## src/hw/rtl/ptla_pkg.sv

```systemverilog
// ----------------------------------------------------------------------------
// ptla_pkg: shared types and constants of the peer table
// Request and status codes, register indexes, reset values and the records
// that pass between the sequencer, the table store and the top level.
// ----------------------------------------------------------------------------
package ptla_pkg;

	localparam int ADDR_W    = 48;
	localparam int TICK_W    = 32;
	localparam int QUERY_W   = 4;
	localparam int STATUS_W  = 3;
	localparam int PIDX_W    = 4;
	localparam int COUNT_W   = 5;
	localparam int MAXP_W    = 5;
	localparam int TIMEOUT_W = 16;
	localparam int CFG_IDX_W = 2;
	localparam int CFG_DAT_W = 16;

	localparam logic [MAXP_W-1:0]    MAX_PEERS_RST = MAXP_W'(16);
	localparam logic [TIMEOUT_W-1:0] TIMEOUT_RST   = TIMEOUT_W'(1000);

	typedef enum logic [1:0] {
		REQ_PACKET = 2'd0,
		REQ_POLL   = 2'd1,
		REQ_QUERY  = 2'd2
	} req_kind_t;

	typedef enum logic [STATUS_W-1:0] {
		ST_DELIVERED    = 3'd0,
		ST_HELLO        = 3'd1,
		ST_NOT_CLIENT   = 3'd2,
		ST_FULL         = 3'd3,
		ST_EXPIRED      = 3'd4,
		ST_NONE_EXPIRED = 3'd5,
		ST_VALID        = 3'd6,
		ST_INVALID      = 3'd7
	} status_t;

	typedef enum logic [CFG_IDX_W-1:0] {
		CFG_CLIENT_MODE = 2'd0,
		CFG_MAX_PEERS   = 2'd1,
		CFG_TIMEOUT     = 2'd2
	} cfg_reg_t;

	typedef enum logic [1:0] {
		S_IDLE,
		S_SCAN,
		S_FINAL
	} seq_state_t;

	typedef struct packed {
		logic                 client_mode;
		logic [MAXP_W-1:0]    max_peers;
		logic [TIMEOUT_W-1:0] timeout_ticks;
	} cfg_t;

	typedef struct packed {
		logic [1:0]         req_type;
		logic [ADDR_W-1:0]  src_addr;
		logic               is_hello;
		logic [TICK_W-1:0]  tick;
		logic [QUERY_W-1:0] peer_query;
	} req_item_t;

	typedef struct packed {
		logic [STATUS_W-1:0] status;
		logic [PIDX_W-1:0]   peer_index;
		logic                new_peer;
		logic                send_reply;
		logic [COUNT_W-1:0]  peer_count;
	} res_t;

	typedef struct packed {
		logic              addr_en;
		logic              ls_en;
		logic [ADDR_W-1:0] addr;
		logic [TICK_W-1:0] ls;
	} mem_wr_t;

endpackage

```

## src/hw/rtl/ptla_if.sv

```systemverilog
// ----------------------------------------------------------------------------
// ptla interfaces: request, result and register write channels
// Each channel moves one beat when valid and ready are both high.
// ----------------------------------------------------------------------------
interface ptla_req_if import ptla_pkg::*; ();
	logic               valid;
	logic               ready;
	logic [1:0]         req_type;
	logic [ADDR_W-1:0]  src_addr;
	logic               is_hello;
	logic [TICK_W-1:0]  tick;
	logic [QUERY_W-1:0] peer_query;

	modport source (output valid, req_type, src_addr, is_hello, tick, peer_query,
		input ready);
	modport sink (input valid, req_type, src_addr, is_hello, tick, peer_query,
		output ready);
endinterface

interface ptla_rsp_if import ptla_pkg::*; ();
	logic                valid;
	logic                ready;
	logic [STATUS_W-1:0] status;
	logic [PIDX_W-1:0]   peer_index;
	logic                new_peer;
	logic                send_reply;
	logic [COUNT_W-1:0]  peer_count;

	modport source (output valid, status, peer_index, new_peer, send_reply, peer_count,
		input ready);
	modport sink (input valid, status, peer_index, new_peer, send_reply, peer_count,
		output ready);
endinterface

interface ptla_cfg_if import ptla_pkg::*; ();
	logic                 valid;
	logic                 ready;
	logic [CFG_IDX_W-1:0] index;
	logic [CFG_DAT_W-1:0] data;

	modport source (output valid, index, data, input ready);
	modport sink (input valid, index, data, output ready);
endinterface

```

## src/hw/rtl/ptla_store.sv

```systemverilog
// ----------------------------------------------------------------------------
// ptla_store: peer address and last-seen memories
// One read and one write port per cycle, read data registered. A valid bit
// per entry makes a never-written last-seen entry read as zero (free).
// ----------------------------------------------------------------------------
module ptla_store import ptla_pkg::*; #(
	parameter int NUM_PEERS = 16,
	localparam int IW = (NUM_PEERS > 1) ? $clog2(NUM_PEERS) : 1
) (
	input  logic                 clk,
	input  logic                 arst_n,
	input  logic                 rd_en,
	input  logic [IW-1:0]        rd_idx,
	output logic [ADDR_W-1:0]    rd_addr,
	output logic [TICK_W-1:0]    rd_ls,
	input  logic [IW-1:0]        wr_idx,
	input  mem_wr_t              wr
);
	logic [ADDR_W-1:0]    addr_mem [NUM_PEERS];
	logic [TICK_W-1:0]    ls_mem [NUM_PEERS];
	logic [NUM_PEERS-1:0] vld_q;
	logic [TICK_W-1:0]    ls_raw_q;
	logic                 rd_vld_q;

	// write and read the arrays
	always_ff @(posedge clk) begin
		if (wr.addr_en) addr_mem[wr_idx] <= wr.addr;
		if (wr.ls_en) ls_mem[wr_idx] <= wr.ls;
		if (rd_en) begin
			rd_addr  <= addr_mem[rd_idx];
			ls_raw_q <= ls_mem[rd_idx];
		end
	end

	// track written entries
	always_ff @(posedge clk or negedge arst_n) begin
		if (!arst_n) begin
			vld_q    <= '0;
			rd_vld_q <= 1'b0;
		end else begin
			if (wr.ls_en) vld_q[wr_idx] <= 1'b1;
			if (rd_en) rd_vld_q <= vld_q[rd_idx];
		end
	end

	assign rd_ls = rd_vld_q ? ls_raw_q : '0;

endmodule

```

## src/hw/rtl/ptla_seq.sv

```systemverilog
// ----------------------------------------------------------------------------
// ptla_seq: request sequencer
// Scans the table one entry per cycle, then decides, writes back if the request
// changes the table and pushes one result into the output register.
// ----------------------------------------------------------------------------
module ptla_seq import ptla_pkg::*; #(
	parameter int NUM_PEERS = 16,
	localparam int IW = (NUM_PEERS > 1) ? $clog2(NUM_PEERS) : 1
) (
	input  logic              clk,
	input  logic              arst_n,
	input  cfg_t              cfg,
	input  logic              in_valid,
	output logic              in_ready,
	input  req_item_t         item,
	input  logic              res_free,
	output logic              res_push,
	output res_t              res,
	output logic              rd_en,
	output logic [IW-1:0]     rd_idx,
	input  logic [ADDR_W-1:0] rd_addr,
	input  logic [TICK_W-1:0] rd_ls,
	output logic [IW-1:0]     wr_idx,
	output mem_wr_t           wr
);
	localparam int CW = $clog2(NUM_PEERS + 1);

	seq_state_t state_q, state_d;
	req_item_t  item_q;
	logic [CW-1:0] used_q, used_d;
	logic [CW-1:0] iss_q, len_q, top_q, lim;
	logic          v_s1;
	logic [IW-1:0] idx_s1;
	logic          hit_q, free_q;
	logic [IW-1:0] hidx_q, fidx_q;
	logic          is_pkt, issue, stop, accept;
	logic          stale, ls_zero;
	logic [TICK_W-1:0] expiry;

	assign is_pkt = (item_q.req_type == REQ_PACKET);
	assign accept = in_valid && in_ready;
	assign issue  = (state_q == S_SCAN) && (iss_q != len_q) && !(hit_q && is_pkt);
	assign stop   = !v_s1 && ((iss_q == len_q) || (hit_q && is_pkt));

	// read address: the queried entry or the scan pointer
	assign rd_en  = issue;
	assign rd_idx = (item_q.req_type == REQ_QUERY) ? IW'(item_q.peer_query) : iss_q[IW-1:0];

	// stale test on the returned entry
	assign ls_zero = (rd_ls == '0);
	assign expiry  = rd_ls + TICK_W'(cfg.timeout_ticks);
	assign stale   = !ls_zero && (expiry < item_q.tick);

	// effective table limit
	assign lim = (cfg.max_peers == '0 || 32'(cfg.max_peers) > NUM_PEERS)
		? CW'(NUM_PEERS) : CW'(cfg.max_peers);

	// next state, decision and write-back
	always_comb begin
		state_d  = state_q;
		in_ready = 1'b0;
		res_push = 1'b0;
		res      = '0;
		wr       = '0;
		wr_idx   = hidx_q;
		used_d   = used_q;
		case (state_q)
			S_IDLE: begin
				in_ready = 1'b1;
				if (in_valid) state_d = S_SCAN;
			end
			S_SCAN: begin
				if (stop) state_d = S_FINAL;
			end
			S_FINAL: begin
				res.status = ST_INVALID;
				case (item_q.req_type)
					REQ_PACKET: begin
						if (hit_q) begin
							wr.ls_en       = 1'b1;
							wr.ls          = item_q.tick;
							res.status     = item_q.is_hello ? ST_HELLO : ST_DELIVERED;
							res.peer_index = PIDX_W'(hidx_q);
						end else if (!cfg.client_mode && !item_q.is_hello) begin
							res.status = ST_NOT_CLIENT;
						end else if (!free_q && used_q >= lim) begin
							res.status = ST_FULL;
						end else begin
							wr_idx         = free_q ? fidx_q : IW'(used_q);
							wr.ls_en       = 1'b1;
							wr.addr_en     = 1'b1;
							wr.ls          = item_q.tick;
							wr.addr        = item_q.src_addr;
							res.status     = item_q.is_hello ? ST_HELLO : ST_DELIVERED;
							res.peer_index = PIDX_W'(wr_idx);
							res.new_peer   = 1'b1;
							res.send_reply = !cfg.client_mode;
							if (!free_q) used_d = used_q + CW'(1);
						end
					end
					REQ_POLL: begin
						used_d = top_q;
						if (hit_q) begin
							wr.ls_en       = 1'b1;
							res.status     = ST_EXPIRED;
							res.peer_index = PIDX_W'(hidx_q);
						end else begin
							res.status = ST_NONE_EXPIRED;
						end
					end
					REQ_QUERY: begin
						res.status     = hit_q ? ST_VALID : ST_INVALID;
						res.peer_index = item_q.peer_query;
					end
					default: res.status = ST_INVALID;
				endcase
				res.peer_count = COUNT_W'(used_d);
				if (res_free) begin
					res_push = 1'b1;
					state_d  = S_IDLE;
				end else begin
					wr     = '0;
					used_d = used_q;
				end
			end
			default: state_d = S_IDLE;
		endcase
	end

	// hold state and table fill
	always_ff @(posedge clk or negedge arst_n) begin
		if (!arst_n) begin
			state_q <= S_IDLE;
			used_q  <= '0;
			v_s1    <= 1'b0;
		end else begin
			state_q <= state_d;
			used_q  <= used_d;
			v_s1    <= issue;
		end
	end

	// scan pointer and per-item flags
	always_ff @(posedge clk) begin
		if (issue) begin
			iss_q  <= iss_q + CW'(1);
			idx_s1 <= rd_idx;
		end
		if (accept) begin
			item_q <= item;
			iss_q  <= '0;
			hit_q  <= 1'b0;
			free_q <= 1'b0;
			top_q  <= '0;
			case (item.req_type)
				REQ_PACKET, REQ_POLL: len_q <= used_q;
				REQ_QUERY: len_q <= (32'(item.peer_query) < 32'(used_q)) ? CW'(1) : '0;
				default: len_q <= '0;
			endcase
		end else if (v_s1) begin
			case (item_q.req_type)
				REQ_PACKET: begin
					if (!hit_q && rd_addr == item_q.src_addr) begin
						hit_q  <= 1'b1;
						hidx_q <= idx_s1;
					end
					if (!free_q && ls_zero) begin
						free_q <= 1'b1;
						fidx_q <= idx_s1;
					end
				end
				REQ_POLL: begin
					if (!hit_q && stale) begin
						hit_q  <= 1'b1;
						hidx_q <= idx_s1;
					end else if (!ls_zero) begin
						top_q <= CW'(idx_s1) + CW'(1);
					end
				end
				REQ_QUERY: hit_q <= !ls_zero;
				default: hit_q <= 1'b0;
			endcase
		end
	end

endmodule

```

## src/hw/rtl/peer_table_learn_and_age.sv

```systemverilog
// ----------------------------------------------------------------------------
// peer_table_learn_and_age: peer table with address learning and aging
// Top level: register file, table store, sequencer and output register.
// ----------------------------------------------------------------------------
// Usage:
//   req carries one request per beat: a packet arrival (learn or refresh the
//   sender), a poll (expire the first stale peer and trim the table top) or a
//   query (is one entry valid). rsp returns exactly one result per request.
//   cfg writes client_mode, max_peers and timeout_ticks by index; write it
//   only while no request is in flight.
// Scan and flow:
//   A packet or poll scans the used entries, one memory read per cycle on
//   the single read port; a packet that matches stops its scan early. A
//   query reads at most one entry. The registered read and the write-back
//   follow the scan.
//   One request is worked at a time; req is ready again after write-back.
// Reset:
//   The table comes up empty: per-entry valid bits make every last-seen
//   entry read as free, so no clearing pass is run. Registers take their
//   defaults (host mode, 16 peers, 1000 ticks).
// Stall:
//   A result waits in the output register while the next request is taken;
//   the sequencer holds its write-back until that register is free.
// ----------------------------------------------------------------------------
module peer_table_learn_and_age import ptla_pkg::*; #(
	parameter int NUM_PEERS = 16
) (
	input  logic   clk,
	input  logic   arst_n,
	ptla_req_if.sink   req,
	ptla_rsp_if.source rsp,
	ptla_cfg_if.sink   cfg
);
	localparam int IW = (NUM_PEERS > 1) ? $clog2(NUM_PEERS) : 1;

	cfg_t      cfg_q;
	req_item_t item;
	res_t      res, res_q;
	logic      out_valid_q, res_free, res_push;
	logic      rd_en;
	logic [IW-1:0]     rd_idx, wr_idx;
	logic [ADDR_W-1:0] rd_addr;
	logic [TICK_W-1:0] rd_ls;
	mem_wr_t   wr;

	// register writes
	assign cfg.ready = 1'b1;

	always_ff @(posedge clk or negedge arst_n) begin
		if (!arst_n) begin
			cfg_q.client_mode   <= 1'b0;
			cfg_q.max_peers     <= MAX_PEERS_RST;
			cfg_q.timeout_ticks <= TIMEOUT_RST;
		end else if (cfg.valid) begin
			case (cfg.index)
				CFG_CLIENT_MODE: cfg_q.client_mode   <= cfg.data[0];
				CFG_MAX_PEERS:   cfg_q.max_peers     <= cfg.data[MAXP_W-1:0];
				CFG_TIMEOUT:     cfg_q.timeout_ticks <= cfg.data[TIMEOUT_W-1:0];
				default: ;
			endcase
		end
	end

	assign item.req_type   = req.req_type;
	assign item.src_addr   = req.src_addr;
	assign item.is_hello   = req.is_hello;
	assign item.tick       = req.tick;
	assign item.peer_query = req.peer_query;

	ptla_seq #(.NUM_PEERS(NUM_PEERS)) u_seq (
		.clk      (clk),
		.arst_n   (arst_n),
		.cfg      (cfg_q),
		.in_valid (req.valid),
		.in_ready (req.ready),
		.item     (item),
		.res_free (res_free),
		.res_push (res_push),
		.res      (res),
		.rd_en    (rd_en),
		.rd_idx   (rd_idx),
		.rd_addr  (rd_addr),
		.rd_ls    (rd_ls),
		.wr_idx   (wr_idx),
		.wr       (wr)
	);

	ptla_store #(.NUM_PEERS(NUM_PEERS)) u_store (
		.clk     (clk),
		.arst_n  (arst_n),
		.rd_en   (rd_en),
		.rd_idx  (rd_idx),
		.rd_addr (rd_addr),
		.rd_ls   (rd_ls),
		.wr_idx  (wr_idx),
		.wr      (wr)
	);

	// output register: load a result, drop it once taken
	assign res_free = !out_valid_q || rsp.ready;

	always_ff @(posedge clk or negedge arst_n) begin
		if (!arst_n) begin
			out_valid_q <= 1'b0;
		end else if (res_push) begin
			out_valid_q <= 1'b1;
		end else if (rsp.ready) begin
			out_valid_q <= 1'b0;
		end
	end

	always_ff @(posedge clk) begin
		if (res_push) res_q <= res;
	end

	assign rsp.valid      = out_valid_q;
	assign rsp.status     = res_q.status;
	assign rsp.peer_index = res_q.peer_index;
	assign rsp.new_peer   = res_q.new_peer;
	assign rsp.send_reply = res_q.send_reply;
	assign rsp.peer_count = res_q.peer_count;

	// one request in flight at a time
	a_one_in_flight: assert property (@(posedge clk) disable iff (!arst_n)
		req.valid && req.ready |=> !req.ready)
		else $error("request taken while another is in flight");

	// only a delivered or absorbed packet can take a slot
	a_new_peer_status: assert property (@(posedge clk) disable iff (!arst_n)
		rsp.valid && rsp.new_peer |-> rsp.status == ST_DELIVERED || rsp.status == ST_HELLO)
		else $error("new peer flagged with a refusing status");

	// a reply goes only to a newly learned peer in host mode
	a_reply_host: assert property (@(posedge clk) disable iff (!arst_n)
		res_push && res.send_reply |-> res.new_peer && !cfg_q.client_mode)
		else $error("hello reply outside host learning");

	// no table write without a result leaving the sequencer
	a_write_push: assert property (@(posedge clk) disable iff (!arst_n)
		wr.ls_en |-> res_push)
		else $error("table written without a result");

endmodule

```

## src/flat_wrapper.sv

```systemverilog
// flat-port wrapper written by rule: the top's interface ports become plain ports
module peer_table_learn_and_age_flat import ptla_pkg::*;
#(
	parameter int NUM_PEERS = 16
)
  (clk, arst_n, req_valid, req_req_type, req_src_addr, req_is_hello, req_tick, req_peer_query, req_ready, rsp_valid, rsp_status, rsp_peer_index, rsp_new_peer, rsp_send_reply, rsp_peer_count, rsp_ready, cfg_valid, cfg_index, cfg_data, cfg_ready);
  ptla_req_if req_i ();
  ptla_rsp_if rsp_i ();
  ptla_cfg_if cfg_i ();
  input  logic clk;
  input  logic arst_n;
  input wire logic [$bits(req_i.valid)-1:0] req_valid;
  input wire logic [$bits(req_i.req_type)-1:0] req_req_type;
  input wire logic [$bits(req_i.src_addr)-1:0] req_src_addr;
  input wire logic [$bits(req_i.is_hello)-1:0] req_is_hello;
  input wire logic [$bits(req_i.tick)-1:0] req_tick;
  input wire logic [$bits(req_i.peer_query)-1:0] req_peer_query;
  output wire logic [$bits(req_i.ready)-1:0] req_ready;
  output wire logic [$bits(rsp_i.valid)-1:0] rsp_valid;
  output wire logic [$bits(rsp_i.status)-1:0] rsp_status;
  output wire logic [$bits(rsp_i.peer_index)-1:0] rsp_peer_index;
  output wire logic [$bits(rsp_i.new_peer)-1:0] rsp_new_peer;
  output wire logic [$bits(rsp_i.send_reply)-1:0] rsp_send_reply;
  output wire logic [$bits(rsp_i.peer_count)-1:0] rsp_peer_count;
  input wire logic [$bits(rsp_i.ready)-1:0] rsp_ready;
  input wire logic [$bits(cfg_i.valid)-1:0] cfg_valid;
  input wire logic [$bits(cfg_i.index)-1:0] cfg_index;
  input wire logic [$bits(cfg_i.data)-1:0] cfg_data;
  output wire logic [$bits(cfg_i.ready)-1:0] cfg_ready;
  assign req_i.valid = req_valid;
  assign req_i.req_type = req_req_type;
  assign req_i.src_addr = req_src_addr;
  assign req_i.is_hello = req_is_hello;
  assign req_i.tick = req_tick;
  assign req_i.peer_query = req_peer_query;
  assign req_ready = req_i.ready;
  assign rsp_valid = rsp_i.valid;
  assign rsp_status = rsp_i.status;
  assign rsp_peer_index = rsp_i.peer_index;
  assign rsp_new_peer = rsp_i.new_peer;
  assign rsp_send_reply = rsp_i.send_reply;
  assign rsp_peer_count = rsp_i.peer_count;
  assign rsp_i.ready = rsp_ready;
  assign cfg_i.valid = cfg_valid;
  assign cfg_i.index = cfg_index;
  assign cfg_i.data = cfg_data;
  assign cfg_ready = cfg_i.ready;
  peer_table_learn_and_age #(.NUM_PEERS(NUM_PEERS)) u_core (.clk(clk), .arst_n(arst_n), .req(req_i), .rsp(rsp_i), .cfg(cfg_i));
endmodule
```

## config.mk

```make
export PLATFORM = sky130hd
export DESIGN_NAME = peer_table_learn_and_age_flat
export DESIGN_NICKNAME = d
export VERILOG_FILES = /design/src/hw/rtl/ptla_pkg.sv /design/src/hw/rtl/ptla_if.sv /design/src/hw/rtl/ptla_store.sv /design/src/hw/rtl/ptla_seq.sv /design/src/hw/rtl/peer_table_learn_and_age.sv /design/src/flat_wrapper.sv
export SDC_FILE = /design/constraint.sdc
export NUM_CORES = 2
export LEC_CHECK = 0
export BUFFER_PORTS_ARGS = -buffer_cell sky130_fd_sc_hd__buf_2
export CELL_PAD_IN_SITES_DETAIL_PLACEMENT = 1
export CELL_PAD_IN_SITES_GLOBAL_PLACEMENT = 2
export CORE_UTILIZATION = 30
export CTS_BUF_LIST = sky130_fd_sc_hd__clkbuf_16
export DETAILED_ROUTE_END_ITERATION = 6
export GPL_TIMING_DRIVEN = 1
export PLACE_DENSITY = 0.66
export RECOVER_POWER = 50
export SYNTH_ARGS = -nofsm -noshare
export SYNTH_HDL_FRONTEND = slang
export SYNTH_SLANG_ARGS = --single-unit
```

## constraint.sdc

```tcl
create_clock -name clk -period 7.1 [get_ports clk]
set_input_delay 1.42 -clock clk [delete_from_list [all_inputs] [get_ports clk]]
set_output_delay 1.42 -clock clk [all_outputs]
set_load 0.03 [all_outputs]
```

==> summary.md <==
| Metric | Value |
|---|---|
| Post-Synthesis Cell Area | `approximately 63000 um2` |
| Largest net degree at the start of global routing | `~120` |
| Number of cells on the worst reg-to-reg path | `9` |
| Worst-case clock skew | `48.3 ps` |
| Cts bufs inserted | `between 150 and 200` |
| Core outline area | `slightly above 200000 um2` |
| GRT Total Usage | `0.182` |
| Number of buffers added to fix hold violations after cts | `0` |
| Result of the run | `finished with violations` |
| Worst hold-check slack | `roughly 470 ps` |
| Nets@finish | `~5200` |
| Cell Chain, Critical Path | `buf_4 > nor2b_1 > mux2i_1 > clkbuf_1 > clkbuf_2 > and3_1 > a311oi_1 > o211ai_1 > o311ai_0` |
| Peak VDD IR | `between 0.0004 and 0.0005 V` |
| Min Clock Period, post-route | `~6100 ps` |
| Synth async-reset ratio | `0.0312` |
| Total of cells resized after clock tree synthesis | `0` |
| Unrepaired setup endpoints after global routing | `false` |
| Simple-gate portion of the synthesized area | `0.169` |
| Pins Over Slew Limit | `approximately 650` |
| Final standard cell count with taps included and fillers excluded | `about 7900` |
| Max Fanout on Critical Path | `between 50 and 60` |
| Total placed cells including tap cells | `roughly 7600` |
| Fraction of final layout cells with drive strength greater than 1 | `0.0979` |
| Type of the worst min-delay path | `register to register` |
| Buffer and inverter count on the worst path | `3` |
| Power per cell area | `approximately 380 nW/um2` |
| Capturing instance or port of the critical path | `u_core.u_store.rd_vld_q$_DFFE_PN0P_` |
| Count of flip-flops with a built-in enable after synthesis | `~1500` |
| Critical path endpoint category | `register` |
| Multiplexer share of the synthesized area | `0.00597` |
| Overall die width | `~460 um` |
| Synth-to-Final Area Change | `14.9%` |
| Area enclosed by the die boundary | `about 210000 um2` |
| Max clock buf depth | `3` |
| Largest family of logic cells by synthesized area | `simple AND/OR/NAND/NOR gates` |
| Category of the worst setup path launch point | `register` |
| Placed wire-length estimate | `110 mm` |
| Effective utilization at floorplan | `0.303` |
| Wire per inst | `approximately 24 um` |
| Most common cell after layout, fill and taps aside | `edfxtp_1` |
| Remaining Overflow, GRT | `0` |
| Count of input and output buffers | `~130` |
| Clock latency at the later pin of the worst-skew pair | `about 810 ps` |
| Synth unique cells | `78` |
| Total detailed-routing wirelength | `~190 mm` |
| Commonest cells after routing, fill and taps aside | `1478 x edfxtp_1, 1362 x nand2_1, 662 x nand3_1` |
| Violated checks | `max-capacitance violations, max-slew violations` |
| Library cell occupying the most area in the post-synthesis netlist | `edfxtp_1` |
| Cell depth of the worst hold path | `1` |
| Adder-cell share of the synthesized area | `0.0121` |
| Leak | `roughly 0.025 uW` |
| Sequential share of the synthesized area | `0.729` |
| Headroom to the max-slew limit | `-1.66` |
| Fmax | `around 170 MHz` |
| Critical path's largest stage delay | `1300 ps` |
| Fin. Hold Viols | `0` |
| Final Worst Setup Slack | `~1000 ps` |
| Mean instance size in the synthesized netlist | `12.9 um2` |
| Clock root buffer | `clkbuf_16` |
| Flip-flop and latch count after synthesis | `1538` |
| Reg-to-reg startpoint | `u_core.u_seq.item_q[85]$_DFFE_PP_` |
| Number of fill cells in the layout | `22000` |
| Critical path arrival | `between 6000 and 7000 ps` |
| CP Launch Point | `u_core.u_seq.item_q[85]$_DFFE_PP_` |
| GP Congestion | `between 0.7 and 0.8` |
| Final critical-path share of the clock period | `0.853` |
| Number of rows created at floorplan | `167` |
| Vert. Die Dim | `460 um` |
| Total DRC errors in the routed layout | `0` |
| Slew @ Worst Pin | `approximately 4000 ps` |
| Clock sinks | `roughly 1500` |
| First-pass DRT Iterations | `5` |
| Post-synthesis cell count | `slightly below 5000` |
| Area share of xor/xnor cells in the synthesized design | `0.0117` |
| CTS clk-pin slew, worst paths | `60 ps` |
| Via-per-instance ratio | `~5.1` |
| Family with the most delay on the worst path | `buffers and inverters` |
| Warnings from Yosys | `0` |
| Dominant cells by area after synthesis | `edfxtp_1 71%, nand2_1 8.1%, nand3_1 5.3%` |
| Routed via count | `between 40000 and 50000` |
| Pre-CTS setup slack | `1420 ps` |
| Clock tree from TritonCTS | `built` |
| Count of nets left with antenna violations after detail routing | `0` |
| Count of buffers added by post-CTS timing repair for setup | `0` |
| Global-route wire length before repair | `roughly 290 mm` |
| Worst-case register-to-register setup slack | `1040 ps` |
| Final Setup Violations | `0` |
| Number of DRC violations after detailed-routing iteration 0 | `about 2800` |
| Area share of the leading cell type in the synthesized netlist | `0.706` |
| Max-capacitance violation count | `15` |
| Number of logic stages on the critical path including buffering | `9` |
| Complex-gate fraction of the synthesized area | `0.0478` |
| Setup CP Type | `register to register` |
| Cell at the slowest stage of the critical path | `mux2i_1` |
| Net Count, Synth | `5062` |
| Dominant register cell in the synthesized netlist | `edfxtp_1` |
| Count of H-tree levels built during CTS | `4` |
| Via count of the first global-routing pass | `between 40000 and 50000` |
| Required time of the worst setup path | `around 7700 ps` |
| Top-Level Pins | `approximately 130` |
| Worst flop-to-flop path endpoint | `u_core.u_store.rd_vld_q$_DFFE_PN0P_` |
| Antenna violations before repair | `5` |
| Setup_tns | `0 ps` |
-- worst reg2reg max path: cells and delay by family (launching register included) --
kind                   cells  cell delay [ps]
muxes                      1             1300
buffers and inverters      3             2430
DFF                        1              350
and+or+nand+nor            2              920
AOI/OAI and AO/OA          3              820
-- cell usage after synthesis (all sizes together) (7+ instances only) --
cell type and count:
a211oi 9, a21o 9, a21oi 41, a311oi 164
a31oi 84, and2 19, and3 139, buf 125
clkbuf 184, dfrtp 41, dfstp 7, dfxtp 12
edfxtp 1478, ha 59, inv 57, mux2 23
mux2i 10, nand2 1363, nand2b 14, nand3 662
nand3b 7, nand4 24, nor2 82, nor2b 8
nor3 13, nor4 52, o211ai 7, o21ai 35
o21bai 13, or2 7, xnor2 32, xor2 52
-- stage by stage --
| stage | power [uW] | cell area (um2) | utilization |
|---|---|---|---|
| 3_3_place_gp | 19600 | 67500 | 0.325 |
| 2_1_floorplan | 16600 | 62900 | - |
| 6_report | 27700 | 72300 | 0.348 |
| 4_1_cts | 28100 | 72700 | 0.350 |
| 3_5_place_dp | 19700 | 67500 | 0.325 |
| 5_1_grt | 29200 | 72300 | 0.348 |
-- layout make-up --
type | instances | area [um2] | share of cell area
Timing Repair Buffer | 254 | 1660 | 0.0229
Tap cell | 2788 | 3490 | 0.0483
Sequential cell | 1538 | 45800 | 0.634
Multi-Input combinational cell | 2986 | 15900 | 0.220
Antenna cell | 1 | 2.50 | 0.0000346
Inverter | 59 | 243 | 0.00336
Clock inverter | 134 | 955 | 0.0132
Clock buffer | 167 | 4180 | 0.0578
-- flip-flops by register name, summed over array words and instances, names as in the netlist, 5 cells and up --
register and count:
u_core.cfg_q 22, u_core.u_seq.item_q 87, u_core.u_store.ls_raw_q 32, u_core.u_seq.len_q 5
u_core.u_store.rd_addr 48, u_core.u_store.vld_q 16, u_core.u_seq.top_q 5, u_core.u_seq.iss_q 5
u_core.rsp.peer_count 5, u_core.u_store.ls_mem 512, u_core.u_store.addr_mem 768, u_core.u_seq.used_q 5
-- where the power goes --
group	internal [uW]	leakage, uW	switching [uW]	total, uW
registers	10600	0.0117	369	11000
clock network	4660	0.00264	3640	8300
logic	2480	0.0102	5940	8410
-- metal layers --
layer  track usage  vias to the layer above  share of wire
met5             0                        -       0.000036
li1              -                    18200              -
met4        0.0421                        2          0.020
met3        0.0260                      233          0.040
met2         0.302                      804           0.48
met1         0.250                    20800           0.46
-- worst min path at each step --
stage	endpoint	startpoint
6_report	u_core.u_store.vld_q[12]$_DFFE_PN0P_	u_core.u_store.vld_q[12]$_DFFE_PN0P_
5_1_grt	u_core.u_store.vld_q[1]$_DFFE_PN0P_	u_core.u_store.vld_q[1]$_DFFE_PN0P_
3_5_place_dp	u_core.u_store.vld_q[15]$_DFFE_PN0P_	u_core.u_store.vld_q[15]$_DFFE_PN0P_
2_1_floorplan	u_core.u_seq.top_q[1]$_SDFFE_PP0P_	u_core.u_seq.top_q[1]$_SDFFE_PP0P_
4_1_cts	u_core.u_store.vld_q[12]$_DFFE_PN0P_	u_core.u_store.vld_q[12]$_DFFE_PN0P_
3_3_place_gp	u_core.u_store.vld_q[15]$_DFFE_PN0P_	u_core.u_store.vld_q[15]$_DFFE_PN0P_
-- cell families after synthesis --
group                      count (synthesis)
and+or+nand+nor                         2406
DFF                                     1538
AOI/OAI and AO/OA                        402
buffers and inverters                    368
xor gates and xnor gates                  84
adders and majority gates                 60
muxes                                     33
other                                      1
No activity file was read; power rests on OpenSTA's default activity.
